--- src/hdl/clqm_pkg.sv ---
// Shared types and constants for the control loop quality metrics block.
package clqm_pkg;

  localparam int unsigned ERR_W   = 24;
  localparam int unsigned DT_W    = 16;
  localparam int unsigned ACC_W   = 63;
  localparam int unsigned TIME_W  = 48;
  localparam int unsigned CNT_W   = 32;
  localparam int unsigned TERM_W  = 55;
  localparam int unsigned PROD_W  = 80;
  localparam int unsigned MEAN_W  = 24;
  localparam int unsigned DUTY_W  = 17;
  localparam int unsigned OSC_W   = 40;
  localparam int unsigned STEP_W  = 6;
  localparam int unsigned IN_DATA_W  = 72;
  localparam int unsigned OUT_DATA_W = 472;

  localparam logic [MEAN_W-1:0] MEAN_CAP = 24'd8388608;
  localparam logic [DUTY_W-1:0] DUTY_CAP = 17'd65536;

  typedef enum logic [3:0] {
    ST_IDLE,
    ST_DECIDE,
    ST_CLEAR,
    ST_MUL_LOAD,
    ST_MUL_RUN,
    ST_MUL_STORE,
    ST_COMMIT,
    ST_RATIOS,
    ST_DIV_LOAD,
    ST_DIV_RUN,
    ST_DIV_STORE,
    ST_OUT
  } state_t;

  typedef enum logic [2:0] {
    MUL_IAE,
    MUL_SQ,
    MUL_ISE,
    MUL_TW1,
    MUL_TW2
  } mul_op_t;

  typedef enum logic [1:0] {
    DIV_MEAN,
    DIV_DUTY,
    DIV_OSC
  } div_op_t;

  typedef struct packed {
    logic    load_in;
    logic    clear;
    logic    reject;
    logic    mul_load;
    logic    mul_step;
    logic    mul_store;
    logic    commit;
    logic    zero_ratios;
    logic    div_load;
    logic    div_step;
    logic    div_store;
    mul_op_t mul_op;
    div_op_t div_op;
  } cmd_t;

  typedef struct packed {
    logic action;
    logic dt_zero;
    logic elapsed_zero;
  } stat_t;

endpackage

--- src/hdl/clqm_ctrl.sv ---
// Sequencer that steps the shared multiplier and divider for each sample.
module clqm_ctrl (
  input  logic                clk,
  input  logic                rst_n,
  input  logic                in_fire,
  input  logic                out_fire,
  input  clqm_pkg::stat_t     stat,
  output clqm_pkg::cmd_t      cmd,
  output logic                in_ready,
  output logic                out_valid
);

  clqm_pkg::state_t                  state_r, state_nxt;
  clqm_pkg::mul_op_t                 mul_op_r, mul_op_nxt;
  clqm_pkg::div_op_t                 div_op_r, div_op_nxt;
  logic [clqm_pkg::STEP_W-1:0]       cnt_r, cnt_nxt;
  logic [clqm_pkg::STEP_W-1:0]       mul_steps, div_steps;

  always_comb begin
    unique case (mul_op_r)
      clqm_pkg::MUL_SQ, clqm_pkg::MUL_TW1: mul_steps = 6'd23;
      default:                             mul_steps = 6'd15;
    endcase
    unique case (div_op_r)
      clqm_pkg::DIV_MEAN: div_steps = 6'd23;
      clqm_pkg::DIV_DUTY: div_steps = 6'd16;
      default:            div_steps = 6'd39;
    endcase
  end

  always_ff @(posedge clk) begin
    if (!rst_n) begin
      state_r  <= clqm_pkg::ST_IDLE;
      mul_op_r <= clqm_pkg::MUL_IAE;
      div_op_r <= clqm_pkg::DIV_MEAN;
      cnt_r    <= '0;
    end else begin
      state_r  <= state_nxt;
      mul_op_r <= mul_op_nxt;
      div_op_r <= div_op_nxt;
      cnt_r    <= cnt_nxt;
    end
  end

  always_comb begin
    state_nxt  = state_r;
    mul_op_nxt = mul_op_r;
    div_op_nxt = div_op_r;
    cnt_nxt    = cnt_r;
    unique case (state_r)
      clqm_pkg::ST_IDLE: begin
        if (in_fire) state_nxt = clqm_pkg::ST_DECIDE;
      end
      clqm_pkg::ST_DECIDE: begin
        mul_op_nxt = clqm_pkg::MUL_IAE;
        if (stat.action) state_nxt = clqm_pkg::ST_CLEAR;
        else if (stat.dt_zero) state_nxt = clqm_pkg::ST_RATIOS;
        else state_nxt = clqm_pkg::ST_MUL_LOAD;
      end
      clqm_pkg::ST_CLEAR: state_nxt = clqm_pkg::ST_RATIOS;
      clqm_pkg::ST_MUL_LOAD: begin
        cnt_nxt   = mul_steps;
        state_nxt = clqm_pkg::ST_MUL_RUN;
      end
      clqm_pkg::ST_MUL_RUN: begin
        if (cnt_r == '0) state_nxt = clqm_pkg::ST_MUL_STORE;
        else cnt_nxt = cnt_r - 6'd1;
      end
      clqm_pkg::ST_MUL_STORE: begin
        if (mul_op_r == clqm_pkg::MUL_TW2) begin
          state_nxt = clqm_pkg::ST_COMMIT;
        end else begin
          mul_op_nxt = clqm_pkg::mul_op_t'(mul_op_r + 3'd1);
          state_nxt  = clqm_pkg::ST_MUL_LOAD;
        end
      end
      clqm_pkg::ST_COMMIT: state_nxt = clqm_pkg::ST_RATIOS;
      clqm_pkg::ST_RATIOS: begin
        div_op_nxt = clqm_pkg::DIV_MEAN;
        if (stat.elapsed_zero) state_nxt = clqm_pkg::ST_OUT;
        else state_nxt = clqm_pkg::ST_DIV_LOAD;
      end
      clqm_pkg::ST_DIV_LOAD: begin
        cnt_nxt   = div_steps;
        state_nxt = clqm_pkg::ST_DIV_RUN;
      end
      clqm_pkg::ST_DIV_RUN: begin
        if (cnt_r == '0) state_nxt = clqm_pkg::ST_DIV_STORE;
        else cnt_nxt = cnt_r - 6'd1;
      end
      clqm_pkg::ST_DIV_STORE: begin
        if (div_op_r == clqm_pkg::DIV_OSC) begin
          state_nxt = clqm_pkg::ST_OUT;
        end else begin
          div_op_nxt = clqm_pkg::div_op_t'(div_op_r + 2'd1);
          state_nxt  = clqm_pkg::ST_DIV_LOAD;
        end
      end
      clqm_pkg::ST_OUT: begin
        if (out_fire) state_nxt = clqm_pkg::ST_IDLE;
      end
      default: state_nxt = clqm_pkg::ST_IDLE;
    endcase
  end

  always_comb begin
    cmd             = '0;
    cmd.mul_op      = mul_op_r;
    cmd.div_op      = div_op_r;
    cmd.load_in     = (state_r == clqm_pkg::ST_IDLE) && in_fire;
    cmd.clear       = (state_r == clqm_pkg::ST_CLEAR);
    cmd.reject      = (state_r == clqm_pkg::ST_DECIDE) && !stat.action && stat.dt_zero;
    cmd.mul_load    = (state_r == clqm_pkg::ST_MUL_LOAD);
    cmd.mul_step    = (state_r == clqm_pkg::ST_MUL_RUN);
    cmd.mul_store   = (state_r == clqm_pkg::ST_MUL_STORE);
    cmd.commit      = (state_r == clqm_pkg::ST_COMMIT);
    cmd.zero_ratios = (state_r == clqm_pkg::ST_RATIOS) && stat.elapsed_zero;
    cmd.div_load    = (state_r == clqm_pkg::ST_DIV_LOAD);
    cmd.div_step    = (state_r == clqm_pkg::ST_DIV_RUN);
    cmd.div_store   = (state_r == clqm_pkg::ST_DIV_STORE);
    in_ready        = (state_r == clqm_pkg::ST_IDLE);
    out_valid       = (state_r == clqm_pkg::ST_OUT);
  end

endmodule

--- src/hdl/clqm_dp.sv ---
// Datapath with metric state, a shift-add multiplier and a restoring divider.
module clqm_dp (
  input  logic                            clk,
  input  logic                            rst_n,
  input  clqm_pkg::cmd_t                  cmd,
  input  logic                            in_action,
  input  logic [clqm_pkg::IN_DATA_W-1:0]  in_data,
  output clqm_pkg::stat_t                 stat,
  output logic [clqm_pkg::OUT_DATA_W-1:0] out_data
);

  logic                          action_r, sat_in_r, status_r, primed_r;
  logic [clqm_pkg::ERR_W-1:0]    err_r, drv_r, prev_out_r, prev_err_r, peak_r;
  logic [clqm_pkg::DT_W-1:0]     dt_r;
  logic [clqm_pkg::ACC_W-1:0]    iae_r, ise_r, itae_r;
  logic [clqm_pkg::TIME_W-1:0]   elapsed_r, sat_dur_r, travel_r;
  logic [clqm_pkg::CNT_W-1:0]    sign_r;
  logic [clqm_pkg::TERM_W-1:0]   t_iae_r, t_ise_r, t_itae_r, sq_r, x_r;
  logic [clqm_pkg::PROD_W-1:0]   mcand_r, prod_r;
  logic [clqm_pkg::ERR_W-1:0]    mplier_r;
  logic [clqm_pkg::PROD_W-1:0]   numsh_r;
  logic [clqm_pkg::TIME_W-1:0]   rem_r;
  logic [clqm_pkg::OSC_W-1:0]    quo_r;
  logic                          ovf_r;
  logic [clqm_pkg::MEAN_W-1:0]   mean_r;
  logic [clqm_pkg::DUTY_W-1:0]   duty_r;
  logic [clqm_pkg::OSC_W-1:0]    osc_r;

  logic [clqm_pkg::ERR_W-1:0]    ae;
  logic [clqm_pkg::TERM_W-1:0]   prod_sh;
  logic [clqm_pkg::PROD_W-1:0]   num, num_hi, num_al;
  logic [clqm_pkg::TIME_W:0]     r2;
  logic [clqm_pkg::ERR_W:0]      diff, adiff;
  logic [63:0]                   iae_s, ise_s, itae_s;
  logic [clqm_pkg::TIME_W:0]     el_s, st_s, tr_s;
  logic                          sign_flip;

  assign ae      = err_r[23] ? (~err_r + 24'd1) : err_r;
  assign prod_sh = prod_r[16 +: clqm_pkg::TERM_W];
  assign r2      = {rem_r, numsh_r[clqm_pkg::PROD_W-1]};
  assign diff    = {drv_r[23], drv_r} - {prev_out_r[23], prev_out_r};
  assign adiff   = diff[24] ? (~diff + 25'd1) : diff;
  assign iae_s   = {1'b0, iae_r} + 64'(t_iae_r);
  assign ise_s   = {1'b0, ise_r} + 64'(t_ise_r);
  assign itae_s  = {1'b0, itae_r} + 64'(t_itae_r);
  assign el_s    = {1'b0, elapsed_r} + 49'(dt_r);
  assign st_s    = {1'b0, sat_dur_r} + 49'(dt_r);
  assign tr_s    = {1'b0, travel_r} + 49'(adiff);
  assign sign_flip = (!prev_err_r[23] && prev_err_r != '0 && err_r[23]) ||
                     (prev_err_r[23] && !err_r[23] && err_r != '0);

  always_comb begin
    unique case (cmd.div_op)
      clqm_pkg::DIV_MEAN: begin
        num    = {1'b0, iae_r, 16'd0};
        num_hi = num >> clqm_pkg::MEAN_W;
        num_al = num << (clqm_pkg::PROD_W - clqm_pkg::MEAN_W);
      end
      clqm_pkg::DIV_DUTY: begin
        num    = {16'd0, sat_dur_r, 16'd0};
        num_hi = num >> clqm_pkg::DUTY_W;
        num_al = num << (clqm_pkg::PROD_W - clqm_pkg::DUTY_W);
      end
      default: begin
        num    = {16'd0, sign_r, 32'd0};
        num_hi = num >> clqm_pkg::OSC_W;
        num_al = num << (clqm_pkg::PROD_W - clqm_pkg::OSC_W);
      end
    endcase
  end

  always_ff @(posedge clk) begin
    if (cmd.load_in) begin
      action_r <= in_action;
      err_r    <= in_data[23:0];
      dt_r     <= in_data[39:24];
      drv_r    <= in_data[63:40];
      sat_in_r <= in_data[64];
    end
    if (cmd.mul_load) begin
      prod_r <= '0;
      unique case (cmd.mul_op)
        clqm_pkg::MUL_IAE: begin mcand_r <= 80'(ae); mplier_r <= 24'(dt_r); end
        clqm_pkg::MUL_SQ:  begin mcand_r <= 80'(ae); mplier_r <= ae; end
        clqm_pkg::MUL_ISE: begin mcand_r <= 80'(sq_r); mplier_r <= 24'(dt_r); end
        clqm_pkg::MUL_TW1: begin mcand_r <= 80'(elapsed_r); mplier_r <= ae; end
        default:           begin mcand_r <= 80'(x_r); mplier_r <= 24'(dt_r); end
      endcase
    end
    if (cmd.mul_step) begin
      if (mplier_r[0]) prod_r <= prod_r + mcand_r;
      mcand_r  <= mcand_r << 1;
      mplier_r <= mplier_r >> 1;
    end
    if (cmd.mul_store) begin
      unique case (cmd.mul_op)
        clqm_pkg::MUL_IAE: t_iae_r  <= prod_sh;
        clqm_pkg::MUL_SQ:  sq_r     <= prod_sh;
        clqm_pkg::MUL_ISE: t_ise_r  <= prod_sh;
        clqm_pkg::MUL_TW1: x_r      <= prod_sh;
        default:           t_itae_r <= prod_sh;
      endcase
    end
    if (cmd.div_load) begin
      ovf_r   <= (num_hi >= 80'(elapsed_r));
      rem_r   <= num_hi[clqm_pkg::TIME_W-1:0];
      numsh_r <= num_al;
      quo_r   <= '0;
    end
    if (cmd.div_step) begin
      numsh_r <= numsh_r << 1;
      if (r2 >= {1'b0, elapsed_r}) begin
        rem_r <= 48'(r2 - {1'b0, elapsed_r});
        quo_r <= {quo_r[clqm_pkg::OSC_W-2:0], 1'b1};
      end else begin
        rem_r <= r2[clqm_pkg::TIME_W-1:0];
        quo_r <= {quo_r[clqm_pkg::OSC_W-2:0], 1'b0};
      end
    end
  end

  always_ff @(posedge clk) begin
    if (!rst_n) begin
      status_r   <= 1'b0;
      iae_r      <= '0;
      ise_r      <= '0;
      itae_r     <= '0;
      elapsed_r  <= '0;
      peak_r     <= '0;
      sat_dur_r  <= '0;
      travel_r   <= '0;
      sign_r     <= '0;
      primed_r   <= 1'b0;
      prev_out_r <= '0;
      prev_err_r <= '0;
      mean_r     <= '0;
      duty_r     <= '0;
      osc_r      <= '0;
    end else begin
      if (cmd.reject) status_r <= 1'b1;
      if (cmd.clear) begin
        status_r   <= 1'b0;
        iae_r      <= '0;
        ise_r      <= '0;
        itae_r     <= '0;
        elapsed_r  <= '0;
        peak_r     <= '0;
        sat_dur_r  <= '0;
        travel_r   <= '0;
        sign_r     <= '0;
        primed_r   <= 1'b0;
        prev_out_r <= '0;
        prev_err_r <= '0;
      end
      if (cmd.commit) begin
        status_r  <= 1'b0;
        iae_r     <= iae_s[63] ? '1 : iae_s[clqm_pkg::ACC_W-1:0];
        ise_r     <= ise_s[63] ? '1 : ise_s[clqm_pkg::ACC_W-1:0];
        itae_r    <= itae_s[63] ? '1 : itae_s[clqm_pkg::ACC_W-1:0];
        elapsed_r <= el_s[clqm_pkg::TIME_W] ? '1 : el_s[clqm_pkg::TIME_W-1:0];
        if (ae > peak_r) peak_r <= ae;
        if (sat_in_r) begin
          sat_dur_r <= st_s[clqm_pkg::TIME_W] ? '1 : st_s[clqm_pkg::TIME_W-1:0];
        end
        if (primed_r) begin
          travel_r <= tr_s[clqm_pkg::TIME_W] ? '1 : tr_s[clqm_pkg::TIME_W-1:0];
          if (sign_flip && sign_r != '1) sign_r <= sign_r + 32'd1;
        end
        primed_r   <= 1'b1;
        prev_out_r <= drv_r;
        prev_err_r <= err_r;
      end
      if (cmd.zero_ratios) begin
        mean_r <= '0;
        duty_r <= '0;
        osc_r  <= '0;
      end
      if (cmd.div_store) begin
        unique case (cmd.div_op)
          clqm_pkg::DIV_MEAN:
            mean_r <= (ovf_r || quo_r[clqm_pkg::MEAN_W-1:0] > clqm_pkg::MEAN_CAP) ?
                      clqm_pkg::MEAN_CAP : quo_r[clqm_pkg::MEAN_W-1:0];
          clqm_pkg::DIV_DUTY:
            duty_r <= (ovf_r || quo_r[clqm_pkg::DUTY_W-1:0] > clqm_pkg::DUTY_CAP) ?
                      clqm_pkg::DUTY_CAP : quo_r[clqm_pkg::DUTY_W-1:0];
          default:
            osc_r <= ovf_r ? '1 : quo_r;
        endcase
      end
    end
  end

  assign stat.action       = action_r;
  assign stat.dt_zero      = (dt_r == '0);
  assign stat.elapsed_zero = (elapsed_r == '0);

  assign out_data = {1'b0, osc_r, duty_r, mean_r, sign_r, travel_r, sat_dur_r, peak_r,
                     elapsed_r, itae_r, ise_r, iae_r, status_r};

endmodule

--- src/hdl/control_loop_quality_metrics.sv ---
// Top level of the control loop quality metrics block.
// One sample at a time: a new input beat is not taken until the result beat of the last one
// has been sent, and the next beat can be taken in the cycle after the result beat. A clear
// skips the multiplier and the divider, and a rejected sample skips the multiplier and uses
// the divider only when the elapsed time is nonzero.
// Synchronous active-low reset zeroes all metrics and returns to idle.
module control_loop_quality_metrics (
  input  logic                            clk,
  input  logic                            rst_n,
  input  logic                            in_tvalid,
  output logic                            in_tready,
  // loop_error[23:0], time_step[39:24], drive_output[63:40], saturated[64], zero pad.
  input  logic [clqm_pkg::IN_DATA_W-1:0]  in_tdata,
  // action[0].
  input  logic                            in_tuser,
  output logic                            out_tvalid,
  input  logic                            out_tready,
  // status[0], iae[63:1], ise[126:64], itae[189:127], elapsed_time[237:190],
  // peak_abs_err[261:238], sat_duration[309:262], drive_travel[357:310],
  // sign_flips[389:358], mean_abs_error[413:390], saturation_duty[430:414],
  // oscillation_rate[470:431], zero pad.
  output logic [clqm_pkg::OUT_DATA_W-1:0] out_tdata
);

  clqm_pkg::cmd_t  cmd;
  clqm_pkg::stat_t stat;
  logic            in_fire, out_fire;

  assign in_fire  = in_tvalid && in_tready;
  assign out_fire = out_tvalid && out_tready;

  clqm_ctrl u_ctrl (
    .clk       (clk),
    .rst_n     (rst_n),
    .in_fire   (in_fire),
    .out_fire  (out_fire),
    .stat      (stat),
    .cmd       (cmd),
    .in_ready  (in_tready),
    .out_valid (out_tvalid)
  );

  clqm_dp u_dp (
    .clk       (clk),
    .rst_n     (rst_n),
    .cmd       (cmd),
    .in_action (in_tuser),
    .in_data   (in_tdata),
    .stat      (stat),
    .out_data  (out_tdata)
  );

  a_one_side : assert property (@(posedge clk) disable iff (!rst_n)
    !(in_tready && out_tvalid)) else $error("input and output open together");

  a_busy : assert property (@(posedge clk) disable iff (!rst_n)
    in_fire |=> !in_tready) else $error("second beat taken while busy");

  a_zero_ratio : assert property (@(posedge clk) disable iff (!rst_n)
    (out_tvalid && out_tdata[237:190] == '0) |->
    (out_tdata[470:390] == '0)) else $error("ratio nonzero at zero time");

  a_duty_cap : assert property (@(posedge clk) disable iff (!rst_n)
    out_tvalid |-> (out_tdata[430:414] <= clqm_pkg::DUTY_CAP))
    else $error("duty above one");

endmodule
--- config.mk ---
export PLATFORM = sky130hd
export DESIGN_NAME = control_loop_quality_metrics
export DESIGN_NICKNAME = d
export VERILOG_FILES = /design/src/hdl/clqm_pkg.sv /design/src/hdl/clqm_ctrl.sv /design/src/hdl/clqm_dp.sv /design/src/hdl/control_loop_quality_metrics.sv
export SDC_FILE = /design/constraint.sdc
export NUM_CORES = 2
export LEC_CHECK = 0
export ABC_AREA = 1
export BUFFER_PORTS_ARGS = -buffer_cell sky130_fd_sc_hd__buf_2
export CORE_MARGIN = 2
export CORE_UTILIZATION = 30
export CTS_CLUSTER_DIAMETER = 120
export DETAILED_ROUTE_END_ITERATION = 6
export PLACE_DENSITY = 0.45
export SKIP_LAST_GASP = 1
export SYNTH_ARGS = -nofsm -noshare
export SYNTH_HDL_FRONTEND = slang
export SYNTH_HIERARCHICAL = 1
export SYNTH_SLANG_ARGS = --single-unit
--- constraint.sdc ---
create_clock -name clk -period 7.8 [get_ports clk]
set_input_delay 1.17 -clock clk [delete_from_list [all_inputs] [get_ports clk]]
set_output_delay 1.17 -clock clk [all_outputs]
set_load 0.01 [all_outputs]
==> impl_metrics.yaml <==
pwr:
  p_sw_frac: 0.398
  power.share.clock: 0.332
  p_leak_nw: 38.2
  peakVddDrop_mv: 0.199
  total_power_w: 0.0214
  p_seq_frac: 0.366
  powerDensity_nw_per_um2: 243
  power_switching_w: 0.00852
  p_int_w: 0.0129
  power_frac_comb: 0.301
grt:
  grt_pass1_wl_um: 534000
  grt_pass1_vias: 74500
  grt_overflow: 0
  grt_max_degree: 132
  track_usage: 0.282
  antenna_found_initial: 49
synth:
  async_reset_ff_frac: 0
  ys_seq_area_frac: 0.367
  synth-seq-cells: 1139
  syn_area_per_cell_um2: 7.03
  syn_area_um2: 76600
  yosysUniqueCellTypes: 73
  yosysWarnings: 6
  synth-edff-count: 531
  yosys_most_used_dff: "dfxtp_1"
  synthCells: 10900
  synth_nets: 11400
layout:
  final_common_cell: "nand2_1"
  fin_nets: 11900
  fillers: 27600
  final_cell_mix: "nand2_1 (2779), inv_1 (1295), nor2_1 (1197), o21ai_0 (881), a21oi_1 (870)"
  area_growth_syn_to_layout_pct: 15.0
  drive_gt1_frac: 0.0872
die:
  num_io_pins: 551
  chipWidth_um: 509
  chipHeight_um: 509
  dieArea_um2: 259000
  core_um2: 254000
  initial_utilization: 0.302
  core.rowCount: 185
route:
  wl_per_cell_um: 25.4
  via_count: 77900
  finalWirelength_um: 379000
  drc: 7
  drt_iter0_drc: 6960
  viasPerCell: 5.24
  ant_nets: 0
  first_pass_iters: 7
placement:
  gp_congestion: 1.00
  port_buffers: 542
  dp.final_hpwl_um: 300000
clock_network:
  clock_path_buffers: 4
  cts_htree_levels: 4
  post-cts-setup-buffers: 0
  clk_pin_slew_ns: 0.06
  cts_resized: 0
  cts_buffers: 157
  clock_sink_count: 1139
  cts_hold_buffers: 0
  clkLatencyLatePin_ns: 0.86
  cts_tree: "done"
  clockRootBuffer: "clkbuf_16"
setup_path:
  worstPathMaxFanout: 37
  path_buf_inv: 3
  crit_type: "flip-flop to flip-flop"
  cp_slowest_cell: "xor2_2"
  path_delay_family: "simple AND/OR/NAND/NOR gates"
  startpoint_type: "flip-flop"
  required_ns: 8.51
  cpMostUsedCell: "nand2_1"
  crit_path_end_kind: "flip-flop"
  cpPeakStageDelay_ns: 0.72
  arrival_ns: 6.40
timing:
  finalSetupTns_ns: 0
  setup_violations: 0
  hold_viol_final: 0
  max_slew_margin: 0.0982
  rsz0062_at_grt: "no"
  fin_skew_ns: 0.0820
  period_needed_ns: 5.68
  tightest_slew_ns: 1.34
  maxSlewViolCount: 0
  fmax_ghz: 0.176
  timing.final.crit_share: 0.729
job:
  maxCapViolCount: 0
worst_hold_path:
  hold_path_class: "flip-flop to flip-flop"
run_status:
  status: "finished with violations"
  violations: "design-rule violations"
metrics by stage:
step	instance area, um2	worst slack, ns	cells	util	hold slack [ns]
global placement	83100	2.07	14600	0.327	0.441
finish	88000	2.12	14900	0.347	0.457
CTS	88000	2.07	14900	0.347	0.448
global route	88000	1.51	14900	0.347	0.475
detailed placement	83100	2.06	14600	0.327	0.447
floorplan	76600	1.43	10900	-	0.429
tightest hold or removal path: cells and delay by family, from the launching register on:
family	cells	cell delay, ns
flops	1	0.31
simple gates	2	0.11
cells in the mapped netlist (41+ instances only):
cell | count | area, um2
o21bai_1 | 41 | 308
nand4_1 | 105 | 657
a21o_1 | 68 | 510
o21ai_0 | 881 | 4410
xor2_1 | 217 | 1900
nor2_1 | 1205 | 4520
nor3_1 | 236 | 1180
ha_1 | 450 | 5630
xnor2_1 | 78 | 683
edfxtp_1 | 531 | 15900
a31oi_1 | 55 | 344
o21a_1 | 47 | 353
nand2_1 | 2783 | 10400
o211ai_1 | 50 | 375
o21ai_1 | 41 | 205
nand3_1 | 586 | 2930
a21oi_1 | 870 | 4350
dfxtp_1 | 608 | 12200
inv_1 | 1300 | 4880
clkbuf_1 | 218 | 818
a221oi_1 | 58 | 508
nor4_1 | 51 | 319
layout make-up:
class	count	area [um2]	area share
Multi-Input combinational cell	8126	42300	0.480
Sequential cell	1139	28100	0.319
Inverter	1331	5010	0.0570
Clock buffer	204	4290	0.0487
Tap cell	3366	4210	0.0478
Timing Repair Buffer	637	3440	0.0391
Clock inverter	73	643	0.00730
Antenna cell	12	30.0	0.000341
power by group through the flow:
stage	Combinational [W]	Clock (W)	Sequential, W
2_1_floorplan	0.00415	0	0.00734
3_3_place_gp	0.00644	0	0.00795
3_5_place_dp	0.00643	0	0.00796
4_1_cts	0.00647	0.00729	0.00784
5_1_grt	0.00718	0.00752	0.00784
6_report	0.00645	0.00712	0.00784
state kept, by name (all words and copies together) (netlist names), 63 cells and up:
name / flops
u_dp/mcand_r: 71
u_dp/itae_r: 63
u_dp/ise_r: 63
u_dp/iae_r: 63
u_dp/prod_r: 71
per-layer routing:
layer	track usage	part of all wire	vias to the layer above
li1	-	-	37400
met1	0.381	0.45	37300
met2	0.440	0.44	2738
met3	0.0517	0.071	509
met4	0.117	0.047	38
met5	0	0.00064	-
logic make-up after synthesis:
family	count (synthesis)	synth area share
adder cells (fa/ha/maj)	459	0.0759
AO/OA/AOI/OAI	2289	0.168
flip-flops	1139	0.367
XOR/XNOR	296	0.0339
buffers and inverters	1629	0.0818
other	1	0.0000490
AND/OR/NAND/NOR	5081	0.274
final timing paths:
| path | start | endpoint | slack [ns] | depth (start not counted) |
|---|---|---|---|---|
| setup reg to reg | u_dp/drv_r[0]$_DFFE_PP_ | u_dp/travel_r[40]$_SDFF_PN0_ | 2.12 | 27 |
| setup / recovery | u_dp/drv_r[0]$_DFFE_PP_ | u_dp/travel_r[40]$_SDFF_PN0_ | 2.12 | 27 |
| hold / removal | u_dp/prod_r[12]$_DFF_P_ | u_dp/prod_r[12]$_DFF_P_ | 0.46 | 2 |
| hold reg to reg | u_dp/prod_r[12]$_DFF_P_ | u_dp/prod_r[12]$_DFF_P_ | 0.46 | 2 |
(Power assumes the default switching activity.)
